### src/rtl/core/pic_pkg.sv
// pic_pkg: shared types and codes for the interrupt controller register interface.
// Used by pic_prio_enc, pic_core and pic_register_interface; depends on nothing.

package pic_pkg;

	localparam int unsigned LINES     = 8;
	localparam int unsigned LINE_W    = 3;
	localparam int unsigned BASE_W    = 5;

	localparam logic [7:0]  MASK_RESET = 8'hFF;
	localparam logic [4:0]  BASE_RESET = 5'd1;

	// upper three bits of an OCW2 byte
	localparam logic [2:0]  EOI_SPECIFIC = 3'b011;
	localparam logic [2:0]  EOI_NONSPEC  = 3'b001;

	typedef enum logic [1:0] {
		OP_READ  = 2'd0,
		OP_WRITE = 2'd1,
		OP_RAISE = 2'd2,
		OP_ACK   = 2'd3
	} op_t;

	typedef enum logic [4:0] {
		PH_IDLE  = 5'b00001,
		PH_ICW2  = 5'b00010,
		PH_ICW3  = 5'b00100,
		PH_ICW4  = 5'b01000,
		PH_READY = 5'b10000
	} phase_t;

	typedef struct packed {
		logic [1:0] opcode;
		logic       port_select;
		logic [7:0] write_data;
		logic [7:0] request_lines;
	} req_t;

	typedef struct packed {
		logic [7:0] read_data;
		logic       ack_valid;
		logic [7:0] vector;
		logic       int_pending;
	} rsp_t;

	typedef struct packed {
		logic              found;
		logic [LINE_W-1:0] line;
		logic [LINES-1:0]  grant;
	} prio_t;

endpackage

### src/rtl/core/pic_prio_enc.sv
// pic_prio_enc: lowest-numbered-line priority encoder over the eligible lines.
// Depends on pic_pkg for the line count and the prio_t result struct.

module pic_prio_enc (
	input  logic [pic_pkg::LINES-1:0] eligible,
	output pic_pkg::prio_t            prio
);

	always_comb begin
		prio.found = 1'b0;
		prio.line  = '0;
		prio.grant = '0;
		for (int i = pic_pkg::LINES - 1; i >= 0; i--) begin
			if (eligible[i]) begin
				prio.found = 1'b1;
				prio.line  = pic_pkg::LINE_W'(i);
				prio.grant = pic_pkg::LINES'(1) << i;
			end
		end
	end

endmodule

### src/rtl/core/pic_core.sv
// pic_core: controller registers, operation decode and the result of one word.
// Depends on pic_pkg and instantiates pic_prio_enc.

module pic_core (
	input  logic          clk,
	input  logic          arst_n,
	input  logic          step,
	input  pic_pkg::req_t req,
	output pic_pkg::rsp_t rsp
);

	logic [7:0]       request_q, service_q, mask_q, icw1_q;
	logic             show_service_q;
	pic_pkg::phase_t  phase_q;
	logic [4:0]       base_q;

	logic [7:0]       request_d, service_d, mask_d, icw1_d;
	logic             show_service_d;
	pic_pkg::phase_t  phase_d, after_three;
	logic [4:0]       base_d;
	logic [7:0]       eoi_bit;
	pic_pkg::prio_t   prio;

	pic_prio_enc u_prio (
		.eligible (request_q & ~mask_q & ~service_q),
		.prio     (prio)
	);

	always_comb begin
		request_d      = request_q;
		service_d      = service_q;
		mask_d         = mask_q;
		icw1_d         = icw1_q;
		show_service_d = show_service_q;
		phase_d        = phase_q;
		base_d         = base_q;
		eoi_bit        = 8'(1) << req.write_data[2:0];
		after_three    = icw1_q[0] ? pic_pkg::PH_ICW4 : pic_pkg::PH_READY;
		rsp            = '0;
		case (pic_pkg::op_t'(req.opcode))
			pic_pkg::OP_READ: begin
				if (req.port_select)
					rsp.read_data = mask_q;
				else
					rsp.read_data = show_service_q ? service_q : request_q;
			end
			pic_pkg::OP_WRITE: begin
				if (!req.port_select) begin
					if (req.write_data[4]) begin
						mask_d         = '0;
						icw1_d         = req.write_data;
						phase_d        = pic_pkg::PH_ICW2;
						show_service_d = 1'b0;
					end else if (!req.write_data[3]) begin
						if (req.write_data[7:5] == pic_pkg::EOI_SPECIFIC) begin
							request_d = request_q & ~eoi_bit;
							service_d = service_q & ~eoi_bit;
						end else if (req.write_data[7:5] == pic_pkg::EOI_NONSPEC) begin
							request_d = request_q & ~service_q;
							service_d = '0;
						end
					end else if (req.write_data[1]) begin
						show_service_d = req.write_data[0];
					end
				end else begin
					case (phase_q)
						pic_pkg::PH_ICW2: begin
							base_d  = req.write_data[7:3];
							phase_d = icw1_q[1] ? after_three : pic_pkg::PH_ICW3;
						end
						pic_pkg::PH_ICW3:  phase_d = after_three;
						pic_pkg::PH_ICW4:  phase_d = pic_pkg::PH_READY;
						pic_pkg::PH_READY: mask_d  = req.write_data;
						default: ;
					endcase
				end
			end
			pic_pkg::OP_RAISE: begin
				request_d = request_q | req.request_lines;
			end
			default: begin
				if (prio.found) begin
					service_d     = service_q | prio.grant;
					rsp.ack_valid = 1'b1;
					rsp.vector    = {base_q, prio.line};
				end
			end
		endcase
		rsp.int_pending = |(request_d & ~mask_d & ~service_d);
	end

	always_ff @(posedge clk or negedge arst_n) begin
		if (!arst_n) begin
			request_q      <= '0;
			service_q      <= '0;
			mask_q         <= pic_pkg::MASK_RESET;
			icw1_q         <= '0;
			show_service_q <= 1'b0;
			phase_q        <= pic_pkg::PH_IDLE;
			base_q         <= pic_pkg::BASE_RESET;
		end else if (step) begin
			request_q      <= request_d;
			service_q      <= service_d;
			mask_q         <= mask_d;
			icw1_q         <= icw1_d;
			show_service_q <= show_service_d;
			phase_q        <= phase_d;
			base_q         <= base_d;
		end
	end

	a_grant_onehot: assert property (@(posedge clk) disable iff (!arst_n)
		$onehot0(prio.grant))
		else $error("grant has more than one line");

	a_ack_found: assert property (@(posedge clk) disable iff (!arst_n)
		rsp.ack_valid |-> (prio.found && req.opcode == pic_pkg::OP_ACK))
		else $error("acknowledge served without an eligible line");

	a_ack_sets_service: assert property (@(posedge clk) disable iff (!arst_n)
		(step && rsp.ack_valid) |=> ((service_q & $past(prio.grant)) != '0))
		else $error("served line not marked in service");

	a_icw1_init: assert property (@(posedge clk) disable iff (!arst_n)
		(step && req.opcode == pic_pkg::OP_WRITE && !req.port_select && req.write_data[4])
		|=> (mask_q == '0 && phase_q == pic_pkg::PH_ICW2 && !show_service_q))
		else $error("ICW1 did not restart initialization");

endmodule

### src/rtl/core/pic_register_interface.sv
// pic_register_interface: top level, input register, controller core and result register.
// Depends on pic_pkg and instantiates pic_core.
//
//   channel | valid     | ready     | payload
//   req     | req_valid | req_ready | opcode, port_select, write_data, request_lines
//   rsp     | rsp_valid | rsp_ready | read_data, ack_valid, vector, int_pending
//
// One word per cycle sustained while rsp_ready holds; an accepted word goes from the input
// register through the core decode into the result register, whose valid then offers it.
// Reset clears both stage valids and the controller registers, but mask resets to all masked and base to 1.
// A stalled result holds the input register, and req_ready drops only when both are full.

module pic_register_interface (
	input  logic       clk,
	input  logic       arst_n,
	input  logic       req_valid,
	output logic       req_ready,
	input  logic [1:0] opcode,
	input  logic       port_select,
	input  logic [7:0] write_data,
	input  logic [7:0] request_lines,
	output logic       rsp_valid,
	input  logic       rsp_ready,
	output logic [7:0] read_data,
	output logic       ack_valid,
	output logic [7:0] vector,
	output logic       int_pending
);

	logic          valid_s1, valid_s2, adv_s1;
	pic_pkg::req_t req_s1;
	pic_pkg::rsp_t rsp_s2, rsp_comb;

	assign adv_s1    = valid_s1 && (!valid_s2 || rsp_ready);
	assign req_ready = !valid_s1 || adv_s1;

	always_ff @(posedge clk or negedge arst_n) begin
		if (!arst_n) begin
			valid_s1 <= 1'b0;
			valid_s2 <= 1'b0;
		end else begin
			if (req_ready)
				valid_s1 <= req_valid;
			if (adv_s1)
				valid_s2 <= 1'b1;
			else if (rsp_ready)
				valid_s2 <= 1'b0;
		end
	end

	always_ff @(posedge clk) begin
		if (req_ready && req_valid)
			req_s1 <= '{opcode: opcode, port_select: port_select,
			           write_data: write_data, request_lines: request_lines};
		if (adv_s1)
			rsp_s2 <= rsp_comb;
	end

	pic_core u_core (
		.clk    (clk),
		.arst_n (arst_n),
		.step   (adv_s1),
		.req    (req_s1),
		.rsp    (rsp_comb)
	);

	assign rsp_valid   = valid_s2;
	assign read_data   = rsp_s2.read_data;
	assign ack_valid   = rsp_s2.ack_valid;
	assign vector      = rsp_s2.vector;
	assign int_pending = rsp_s2.int_pending;

endmodule
### config.mk
export PLATFORM = sky130hd
export DESIGN_NAME = pic_register_interface
export DESIGN_NICKNAME = d
export VERILOG_FILES = /design/src/rtl/core/pic_pkg.sv /design/src/rtl/core/pic_prio_enc.sv /design/src/rtl/core/pic_core.sv /design/src/rtl/core/pic_register_interface.sv
export SDC_FILE = /design/constraint.sdc
export NUM_CORES = 1
export LEC_CHECK = 0
export BUFFER_PORTS_ARGS = -buffer_cell sky130_fd_sc_hd__buf_2
export CAP_MARGIN = 20
export CORE_MARGIN = 2
export CORE_UTILIZATION = 30
export DETAILED_ROUTE_END_ITERATION = 10
export SYNTH_ARGS = -nofsm -noshare
export SYNTH_HDL_FRONTEND = slang
export SYNTH_SLANG_ARGS = --single-unit
### constraint.sdc
create_clock -name clk -period 6.79 [get_ports clk]
set_clock_uncertainty 0.1 [all_clocks]
set_input_delay 1.358 -clock clk [delete_from_list [all_inputs] [get_ports clk]]
set_output_delay 1.358 -clock clk [all_outputs]
set_load 0.005 [all_outputs]
Word level (Yosys, flattened, before mapping)
Cells that the tools add are included.
{ "op_classes": {"n_reduce_logical": 22, "mux": 38, "eq_ne": 9, "n_shift": 1, "n_bitwise": 16} }
{ "op_table": {"columns": ["op", "count"], "rows": [
  ["$mux 8", 17],
  ["$mux 12", 8],
  ["$and 8x8->8", 7],
  ["$not 8->8", 5],
  ["$pmux 8 s2", 2],
  ["$mux 5", 4],
  ["$or 8x8->8", 2],
  ["$reduce_or 8->1", 2],
  ["$pmux 5 s3", 1],
  ["$reduce_and 4->1", 3],
  ["$mux 9", 1],
  ["$reduce_bool 2->1", 4],
  ["$shl 1x3->8 const A", 1],
  ["$reduce_or 6->1", 1],
  ["$eq 5x2->1 const B", 1],
  ["$eq 5x3->1 const B", 1],
  ["$eq 5x4->1 const B", 1],
  ["$eq 5x5->1 const B", 1],
  ["$mux 1", 5],
  ["$reduce_and 5->1", 1],
  ["$reduce_or 5->1", 1],
  ["$ne 4x1->1 const B", 1],
  ["$reduce_or 4->1", 1],
  ["$eq 3x1->1 const B", 1],
  ["10 further kinds", 14]
]} }
{ "totals": {"wordCells": 106, "regBits": 76, "inputBits": 23, "output_inout_bits": 20} }

Depth between registers and ports, before layout
Gate-level depths: netlist of run 1.
{ "logic_depth": {"word_depth": 17, "mapped_depth": 9, "ltp_nobuf": 8} }

By module
A second synthesis of run 1 with hierarchy kept.
{ "hier_totals": {"hier_cells": 392, "hier_area_um2": 4108.9} }
{ "by_module_without_submodules": {"columns": ["mod", "seq_area_each_um2", "cells_each", "n_inst", "area_each_um2"], "rows": [
  ["pic_core", 938.4, 325, 1, 2743.9],
  ["pic_register_interface", 1161.1, 45, 1, 1214.9],
  ["pic_prio_enc", 0.0, 22, 1, 150.1]
]} }

Worst setup path after synthesis of run 1
OpenSTA, ideal clock, no wires.
{ "synth_path": {"path_type": "input -> output", "startpoint": "input port rsp_ready", "endpoint": "output port req_ready", "n_path_buf": 0, "slack_ns": 3.800, "arrival_ns": 1.532, "required_ns": 5.332, "cell_stages": 1, "cell_sequence": "nand3b_1"} }
{ "synth_via": {"elab_chain_len": 3} }
{ "synth_lines": {"columns": ["element", "line_no", "text"], "rows": [
  ["start, declared", "pic_register_interface.sv:23", "input logic rsp_ready,"],
  ["$logic_or 1x1->1", "pic_register_interface.sv:34", "assign adv_s1 = valid_s1 && (!valid_s2 || rsp_ready);"],
  ["$logic_and 1x1->1", "pic_register_interface.sv:34", null],
  ["$logic_or 1x1->1", "pic_register_interface.sv:35", "assign req_ready = !valid_s1 || adv_s1;"],
  ["end, declared", "pic_register_interface.sv:17", "output logic req_ready,"]
]} }
Every way passes these cells.

==> results of run 1 <==
-- cell families (layout without fill, tap and decap cells) --
group,after synthesis,after routing,synth area share (%)
adders and majority gates,5,5,1.48
AOI/OAI and AO/OA,113,113,17.2
DFF,76,76,49.7
and+or+nand+nor,171,171,22.7
buffers and inverters,35,74,4.09
muxes,19,19,4.80
-- stage by stage --
| step | worst slack (ns) | area, um2 | power [mW] | instances |
|---|---|---|---|---|
| after global routing | 3.37 | 4840 | 1.69 | 638 |
| after floorplan | 3.80 | 4220 | 0.980 | 419 |
| final | 3.54 | 4840 | 1.60 | 638 |
| after CTS | 3.52 | 4840 | 1.60 | 638 |
| after detailed placement | 3.20 | 4550 | 1.12 | 622 |
| after global placement | 3.23 | 4550 | 1.11 | 622 |
-- flip-flops by register name, indices dropped and copies added, names as in the netlist --
signal and flops:
ack_valid 1, int_pending 1, read_data 8, req_s1 19, rsp_valid 1, u_core.base_q 5, u_core.icw1_q 2, u_core.mask_q 8
u_core.phase_q 5, u_core.request_q 8, u_core.service_q 8, u_core.show_service_q 1, valid_s1 1, vector 8
-- power breakdown --
group	internal (mW)	switching, mW
combinational	0.181	0.236
sequential	0.593	0.113
clock	0.284	0.191
total	1.06	0.540
-- worst max path at each step --
stage                     cells past startpoint  slack [ns]       start          endpoint
after floorplan                               1        3.80   rsp_ready         req_ready
after global placement                        7        3.23   rsp_ready  u_core.icw1_q[1]
after detailed placement                      7        3.20   rsp_ready  u_core.icw1_q[0]
after CTS                                     3        3.52   rsp_ready         req_ready
after global routing                          7        3.37  req_s1[17]       int_pending
final                                         8        3.54  req_s1[17]       int_pending
-- layer usage --
metal / vias up / global-route usage [%]
met5: - / 0
met4: 0 / 7.11
met3: 25 / 4.00
met2: 158 / 23.6
met1: 1700 / 21.8
li1: 1616 / -
-- critical path: cells and delay by family (launching register included) --
family                     cells  cell delay (ns)
and+or+nand+nor                3             1.11
adders and majority gates      1             0.62
AOI/OAI and AO/OA              3             0.59
DFF                            1             0.45
buffers and inverters          1             0.11
-- synth_stat cells (8+ instances only) --
| cell | n | share of area, % |
|---|---|---|
| dfrtp_1 | 29 | 17 |
| and2_1 | 18 | 2.7 |
| mux2i_1 | 9 | 2.1 |
| inv_1 | 14 | 1.2 |
| dfstp_2 | 10 | 6.2 |
| mux2_2 | 10 | 2.7 |
| o21ai_0 | 39 | 4.6 |
| a31oi_1 | 9 | 1.3 |
| clkbuf_1 | 12 | 1.1 |
| edfxtp_1 | 37 | 26 |
| nor2_1 | 30 | 2.7 |
| nand2_1 | 56 | 5.0 |
| nor2b_1 | 8 | 1.2 |
| a21oi_1 | 21 | 2.5 |
-- final cells by class --
| type | instances | area (um2) | area share [%] |
|---|---|---|---|
| clock buffer | 10 | 229 | 4.73 |
| clock inverter | 6 | 65.1 | 1.34 |
| inverter | 15 | 56.3 | 1.16 |
| multi-input combinational | 308 | 1950 | 40.2 |
| sequential | 76 | 2100 | 43.4 |
| tap | 180 | 225 | 4.65 |
| timing repair buffer | 43 | 218 | 4.50 |
==> results.cfg, run 1 <==
[logic_synthesis]
async_flop_share_pct = 51.3
syn_area_um2 = 4220
synth_seq_cells = 76
synth_nets = 447
synth.distinct_cells = 64
synthesis.instances = 419
syn_avg_cell_area_um2 = 10.1
synthFlopType = edfxtp_1
synth_edf_count = 37
yosysWarnings = 0
yosysSeqAreaShare_pct = 49.7

[detailed_routing]
wl_met3_um = 956
wl_met2_um = 4900
viasPerCell = 5.48
first_pass_iters = 5
num_vias = 3499
ant_nets = 0
drt_iter0_drc = 312
top_layer_used = met4
routed_wl_um = 11300
wl_met1_um = 5060
wl_per_cell_um = 17.6
drc_errors = 0

[cts]
clkLatencyLatePin_ns = 0.35
clkTransAtPathRegs_ns = 0.06
ctsHtreeMaxLevel = 3
cts_tree = done
cts_num_sinks = 76
cts_resized = 0
cts_buffer_depth = 2
cts_buffers = 9
hold_buffers = 0
cts_root_buffer = clkbuf_16
postCtsSetupBuffers = 0

[die]
start_util_pct = 30.5
dieArea_um2 = 15000
fp-row-count = 43
die_height_um = 123
die_w_um = 123
ios = 43
core_um2 = 13800

[final_layout]
final_common_cell = nand2_1
flow.area_growth_from_synthesis_pct = 14.7
drive_above_1_share_pct = 19.9
postLayoutCoreUtil_pct = 35.0
final_nets = 481
num_antenna_cells = 0
most-common-layout-cells = nand2_1 (56), buf_2 (42), o21ai_0 (39), edfxtp_1 (37), nor2_1 (30)
fillers = 1383

[status]
status = complete, no violations

[sta]
tightest_slew_ns = 0.987
hold_slack_ns = 0.390
tns_ns = 0
finalHoldViolCount = 0
rsz0062_at_grt = no
slew_headroom_pct = 34.2
maxSlewViolCount = 0
period_needed_ns = 3.25
min_period_over_period_pct = 47.9
fmax_mhz = 307
setup_viol = 0

[pwr]
ir_worst_vdd_v = 0.000111
power_density_nw_per_um2 = 330
p_leak_nw = 1.88

[hold_path]
holdPathStages = 1
hp-class = reg -> reg
holdPathEnd = rsp_valid
worstHoldStart = valid_s1

[global_route]
grt_first_pass_wirelength_um = 18100
antenna_found_initial = 0
grt_max_degree = 40
grt_pass1_vias = 3425
overflow = 0
track_usage_pct = 15.9

[job]
drv_cap = 0

[critical_path]
end_kind = register
ff2ff_path_depth = 8
cpPeakStageDelay_ns = 0.62
arrival_ns = 3.22
path_class = reg -> reg
slowest_stage = ha_1
path_cells = inv_1 -> ha_1 -> nor2b_1 -> nand3_1 -> o211ai_1 -> a211oi_1 -> a31o_1 -> or4_1
critical_path_required_ns = 6.76
path_max_fanout = 13
r2r-end = int_pending
reg2reg_slack_ns = 3.54
critPathLaunchType = register
reg2reg_from = req_s1[17]

[place]
place_hpwl_um = 8050
place_congestion = 0.913
numPortBuffers = 42
Power figures use the tool's default switching activity.
==> inputs of run 2 (changes only) <==
==> constraint.sdc (replaced) <==
create_clock -name clk -period 2.7 [get_ports clk]
set_clock_uncertainty 0.1 [all_clocks]
set_input_delay 0.54 -clock clk [delete_from_list [all_inputs] [get_ports clk]]
set_output_delay 0.54 -clock clk [all_outputs]
set_load 0.005 [all_outputs]
==> results.cfg, run 2 (synthesis results as in run 1) <==
[cts]
cts_buffers = 9
clkLatencyLatePin_ns = 0.35
cts_root_buffer = clkbuf_16
clkTransAtPathRegs_ns = 0.06
hold_buffers = 0
cts_num_sinks = 76
cts_buffer_depth = 2
ctsHtreeMaxLevel = 3
cts_tree = done

[critical_path]
end_kind = register
arrival_ns = 2.58
r2r-end = int_pending
reg2reg_slack_ns = 0.10
critPathLaunchType = register
critical_path_required_ns = 2.69
path_max_fanout = 4
path_class = reg -> reg
ff2ff_path_depth = 8
cp-startpoint = req_s1[17]
reg2reg_from = req_s1[17]

[final_layout]
finalNonFillerCells = 682
num_antenna_cells = 0
fillers = 1380
drive_above_1_share_pct = 30.1
final_common_cell = nand2_1
largest_register_ffs = 19
final_area_um2 = 5250
regArea_um2 = 2100
multi_input_area_um2 = 2030
postLayoutCoreUtil_pct = 38.0
flow.area_growth_from_synthesis_pct = 24.5
most-common-layout-cells = nand2_1 (56), buf_4 (44), buf_2 (42), edfxtp_1 (37), o21ai_0 (33)
regMostFlops = req_s1
final_nets = 525

[die]
core_um2 = 13800
fp-row-count = 43
die_w_um = 123
die_height_um = 123
dieArea_um2 = 15000
ios = 43
start_util_pct = 30.5

[place]
dpl-instance-area_um2 = 4860
numPortBuffers = 42
place_congestion = 0.954
place_hpwl_um = 9000
placedCellCount = 664
place_ws_ns = 0.00116

[pwr]
ir_worst_vdd_v = 0.000325
p_leak_nw = 2.11
power_density_nw_per_um2 = 811
p_total_mw = 4.26

[detailed_routing]
wl_per_cell_um = 18.1
ant_nets = 0
drc_errors = 0
num_vias = 3626
routed_wl_um = 12400
first_pass_iters = 5
drt_iter0_drc = 295
viasPerCell = 5.32

[global_route]
overflow = 0
met1_usage_pct = 24.0
grt_busiest_layer = met2
grt_first_pass_wirelength_um = 19800
antenna_found_initial = 0
grtUsageMet2_pct = 26.6
grt_pass1_vias = 3624
track_usage_pct = 17.8
grt_use_met3_pct = 3.49
grt_max_degree = 40

[sta]
period_needed_ns = 2.60
hold_slack_ns = 0.221
maxSlewViolCount = 0
finalHoldViolCount = 0
tns_ns = 0
final.setup.worst_slack_ns = 0.105
fmax_mhz = 385
min_period_over_period_pct = 96.1
slew_headroom_pct = 40.1
setup_viol = 0
tightest_slew_ns = 0.899

[hold_path]
hp-class = in -> async

[job]
drv_cap = 0

[status]
status = complete, no violations
run 2: cell count changes in the layout (fill, tap and decap cells not counted), moves of 2 or more:
cell	before	now
buf_4	1	44
ha_1	5	2
o21ai_0	39	33
nor2_1	30	28
inv_1	14	12
inv_2	0	2
o21ai_1	1	6
ha_4	0	2
nor2_2	0	2
run 2: final cells by class:
| cell class | count | area share [%] |
|---|---|---|
| Clock buffer | 10 | 4.36 |
| Clock inverter | 6 | 1.24 |
| Inverter | 15 | 1.07 |
| Multi-Input combinational cell | 308 | 38.6 |
| Sequential cell | 76 | 40.0 |
| Tap cell | 180 | 4.29 |
| Timing Repair Buffer | 87 | 10.5 |
run 2: worst max path at each step:
stage / slack, ns / endpoint / cells after the start
detailed placement: 0.001 / int_pending / 8
floorplan: 0.18 / int_pending / 9
finish: 0.10 / int_pending / 8
CTS: 0.04 / int_pending / 9
global placement: 0.02 / int_pending / 8
global route: -0.03 / int_pending / 10
run 2: power breakdown:
group,leakage (nW),internal [mW],switching (mW),total (mW)
combinational,1.13,0.605,0.749,1.35
clock,0.142,0.715,0.497,1.21
sequential,0.835,1.49,0.203,1.69
run 2: per-layer routing:
layer | routed length (um) | vias to the layer above
met5 | 0 | -
met4 | 446 | 0
met3 | 879 | 32
met2 | 5610 | 153
met1 | 5440 | 1743
li1 | - | 1698
run 2: repair_timing:
action	CTS	global route
buffers inserted	0	2
gates cloned	0	0
hold endpoints to repair	0	0
endpoints found under the setup margin	1	1
resized for setup	1	25
pin swaps	0	3
run 2: worst max-delay path: stages, from the launching register on:
cell	delay (ns)
edfxtp_1	0.44
buf_4	0.17
ha_2	0.19
and2b_2	0.25
a31oi_4	0.25
o21ai_0	0.15
o2111ai_1	0.13
o2111ai_2	0.16
or4_1	0.50
==> inputs of run 3 (changes only) <==
--- a/config.mk
+++ b/config.mk
@@ -10,6 +10,8 @@
 export CORE_MARGIN = 2
 export CORE_UTILIZATION = 30
 export DETAILED_ROUTE_END_ITERATION = 10
+export RECOVER_POWER = 50
 export SYNTH_ARGS = -nofsm -noshare
 export SYNTH_HDL_FRONTEND = slang
+export SYNTH_HIERARCHICAL = 1
 export SYNTH_SLANG_ARGS = --single-unit
==> results.cfg, run 3 <==
[status]
status = complete, no violations

[final_layout]
final_area_um2 = 5040
final_common_cell = buf_2
largest_register_ffs = 19
num_antenna_cells = 0
drive_above_1_share_pct = 29.5
final_nets = 487
flow.area_growth_from_synthesis_pct = 22.7
most-common-layout-cells = buf_2 (40), buf_4 (38), edfxtp_1 (37), o21ai_0 (32), nand2_1 (30)
regMostFlops = req_s1
postLayoutCoreUtil_pct = 37.9
fillers = 1332

[sta]
maxSlewViolCount = 0
period_needed_ns = 2.53
fmax_mhz = 396
slew_headroom_pct = 19.3
rsz0062_at_grt = no
min_period_over_period_pct = 93.6
finalHoldViolCount = 0
setup_viol = 0
tightest_slew_ns = 1.21
tns_ns = 0

[hold_path]
hp-class = in -> reg

[cts]
cts_buffer_depth = 2
cts_tree = done
clkLatencyLatePin_ns = 0.35
ctsHtreeMaxLevel = 3
cts_root_buffer = clkbuf_16
postCtsSetupBuffers = 0
cts_buffers = 9
clkTransAtPathRegs_ns = 0.06
cts_num_sinks = 76

[critical_path]
slowest_stage = a311oi_1
end_kind = register
path_class = reg -> reg
arrival_ns = 2.64
cpPeakStageDelay_ns = 0.49
critPathLaunchType = register
cp_common_cell = a311oi_1
path_cells = inv_1 -> ha_1 -> buf_4 -> nand2b_1 -> a21oi_1 -> a311oi_1 -> o2111a_1 -> a311oi_1 -> nand4_1
critical_path_required_ns = 2.81
path_max_fanout = 7

[detailed_routing]
drt_iter0_drc = 311
wl_per_cell_um = 18.3
drc_errors = 0
first_pass_iters = 5
viasPerCell = 5.25
routed_wl_um = 11700
ant_nets = 0
num_vias = 3364

[logic_synthesis]
synth_commonest_cells = edfxtp_1 (37), o21ai_0 (32), nand2_1 (30)
synth.most_common_cell = edfxtp_1
syn_area_um2 = 4110
yosysSeqAreaShare_pct = 51.1
synth_nets = 419
synth_seq_cells = 76
netlist.area_leader.share_pct = 27.0
yosysWarnings = 6
syn_avg_cell_area_um2 = 10.5
synth.area.top_cells = edfxtp_1 (27%), dfrtp_1 (18%), dfstp_2 (6.4%)
synth_edf_count = 37
synth.distinct_cells = 63
async_flop_share_pct = 51.3
synth_top_area_cell = edfxtp_1
synthFlopType = edfxtp_1
synthesis.instances = 392

[global_route]
grt_pass1_vias = 3286
overflow = 0
grt_max_degree = 39
antenna_found_initial = 0
grt_first_pass_wirelength_um = 18600
track_usage_pct = 16.9

[job]
drv_cap = 0

[pwr]
power_density_nw_per_um2 = 812
p_total_mw = 4.10
ir_worst_vdd_v = 0.000291
p_leak_nw = 2.11

[die]
die_w_um = 121
core_um2 = 13300
dieArea_um2 = 14600
ios = 43
die_height_um = 121
start_util_pct = 30.9
fp-row-count = 42

[place]
numPortBuffers = 42
place_hpwl_um = 8560
place_congestion = 0.870
dpl-instance-area_um2 = 4730
## run 3: cell types whose count changed in the layout (fill, tap and decap cells not counted), moves of 5 or more
cell | before | now
nor2_1 | 28 | 16
a21oi_1 | 20 | 29
and2_1 | 18 | 11
mux2_2 | 10 | 16
and3_1 | 0 | 12
buf_4 | 44 | 38
nand2_1 | 56 | 30
o21ai_1 | 6 | 1
## run 3: power breakdown
part | total, mW | leakage, nW | switching (mW) | internal [mW]
logic | 1.14 | 1.12 | 0.616 | 0.523
clock network | 1.30 | 0.157 | 0.499 | 0.797
registers | 1.66 | 0.835 | 0.184 | 1.48
total | 4.10 | 2.11 | 1.30 | 2.80
## run 3: logic make-up after synthesis
logic type	after synthesis	share of synthesized area (%)
simple gates	131	18.5
compound gates	119	18.6
flops	76	51.1
buf+inv	37	3.93
mux	25	6.58
fa+ha+maj	4	1.22
## run 3: worst paths after layout
| path | slack (ns) | cells past startpoint | to | startpoint |
|---|---|---|---|---|
| hold / removal | 0.26 | 1 | req_s1[6] | request_lines[6] |
| hold reg to reg | 0.40 | 1 | u_core/phase_q[0] | u_core/phase_q[0] |
| setup / recovery | 0.17 | 9 | int_pending | req_s1[18] |
| setup reg to reg | 0.17 | 9 | int_pending | req_s1[18] |
| min in group asynchronous | 0.28 | 1 | valid_s1 | arst_n |
| max in group asynchronous | 1.07 | 2 | u_core/service_q[3] | arst_n |
## run 3: timing repair
| action | in CTS | in global routing |
|---|---|---|
| hold buffers | 0 | 0 |
| resized for setup | 0 | 3 |
| endpoints found under the hold margin | 0 | 0 |
| setup endpoints to repair | 0 | 1 |
## run 3: area by class of cell
class	instances	area, um2	area share, %
Clock buffer	11	264	5.23
Clock inverter	5	56.3	1.12
Inverter	12	45.0	0.893
Multi-Input combinational cell	279	1860	36.8
Sequential cell	76	2100	41.6
Tap cell	176	220	4.37
Timing Repair Buffer	82	500	9.92
## run 3: metal layers
| layer | global-route usage [%] | up-vias | share of wire (%) |
|---|---|---|---|
| met3 | 3.95 | 25 | 7.5 |
| met1 | 23.3 | 1591 | 46 |
| met4 | 8.07 | 0 | 3.2 |
| met2 | 24.9 | 151 | 43 |
| met5 | 0 | - | 0 |
| li1 | - | 1597 | - |
## run 3: metrics by stage
step                      std cells  worst slack, ns  hold slack (ns)
final                           641            0.173            0.261
after global routing            641          0.00363            0.247
after CTS                       641           0.0939           0.0479
after detailed placement        625            0.112            0.386
after global placement          625            0.234            0.382
after floorplan                 392            0.119            0.144
## run 3: critical path, delay by kind of cell (launching register included)
| family | cells | cell delay [ns] |
|---|---|---|
| buffers and inverters | 2 | 0.32 |
| DFF | 1 | 0.41 |
| adders and majority gates | 1 | 0.36 |
| and+or+nand+nor | 2 | 0.31 |
| AOI/OAI and AO/OA | 4 | 0.89 |
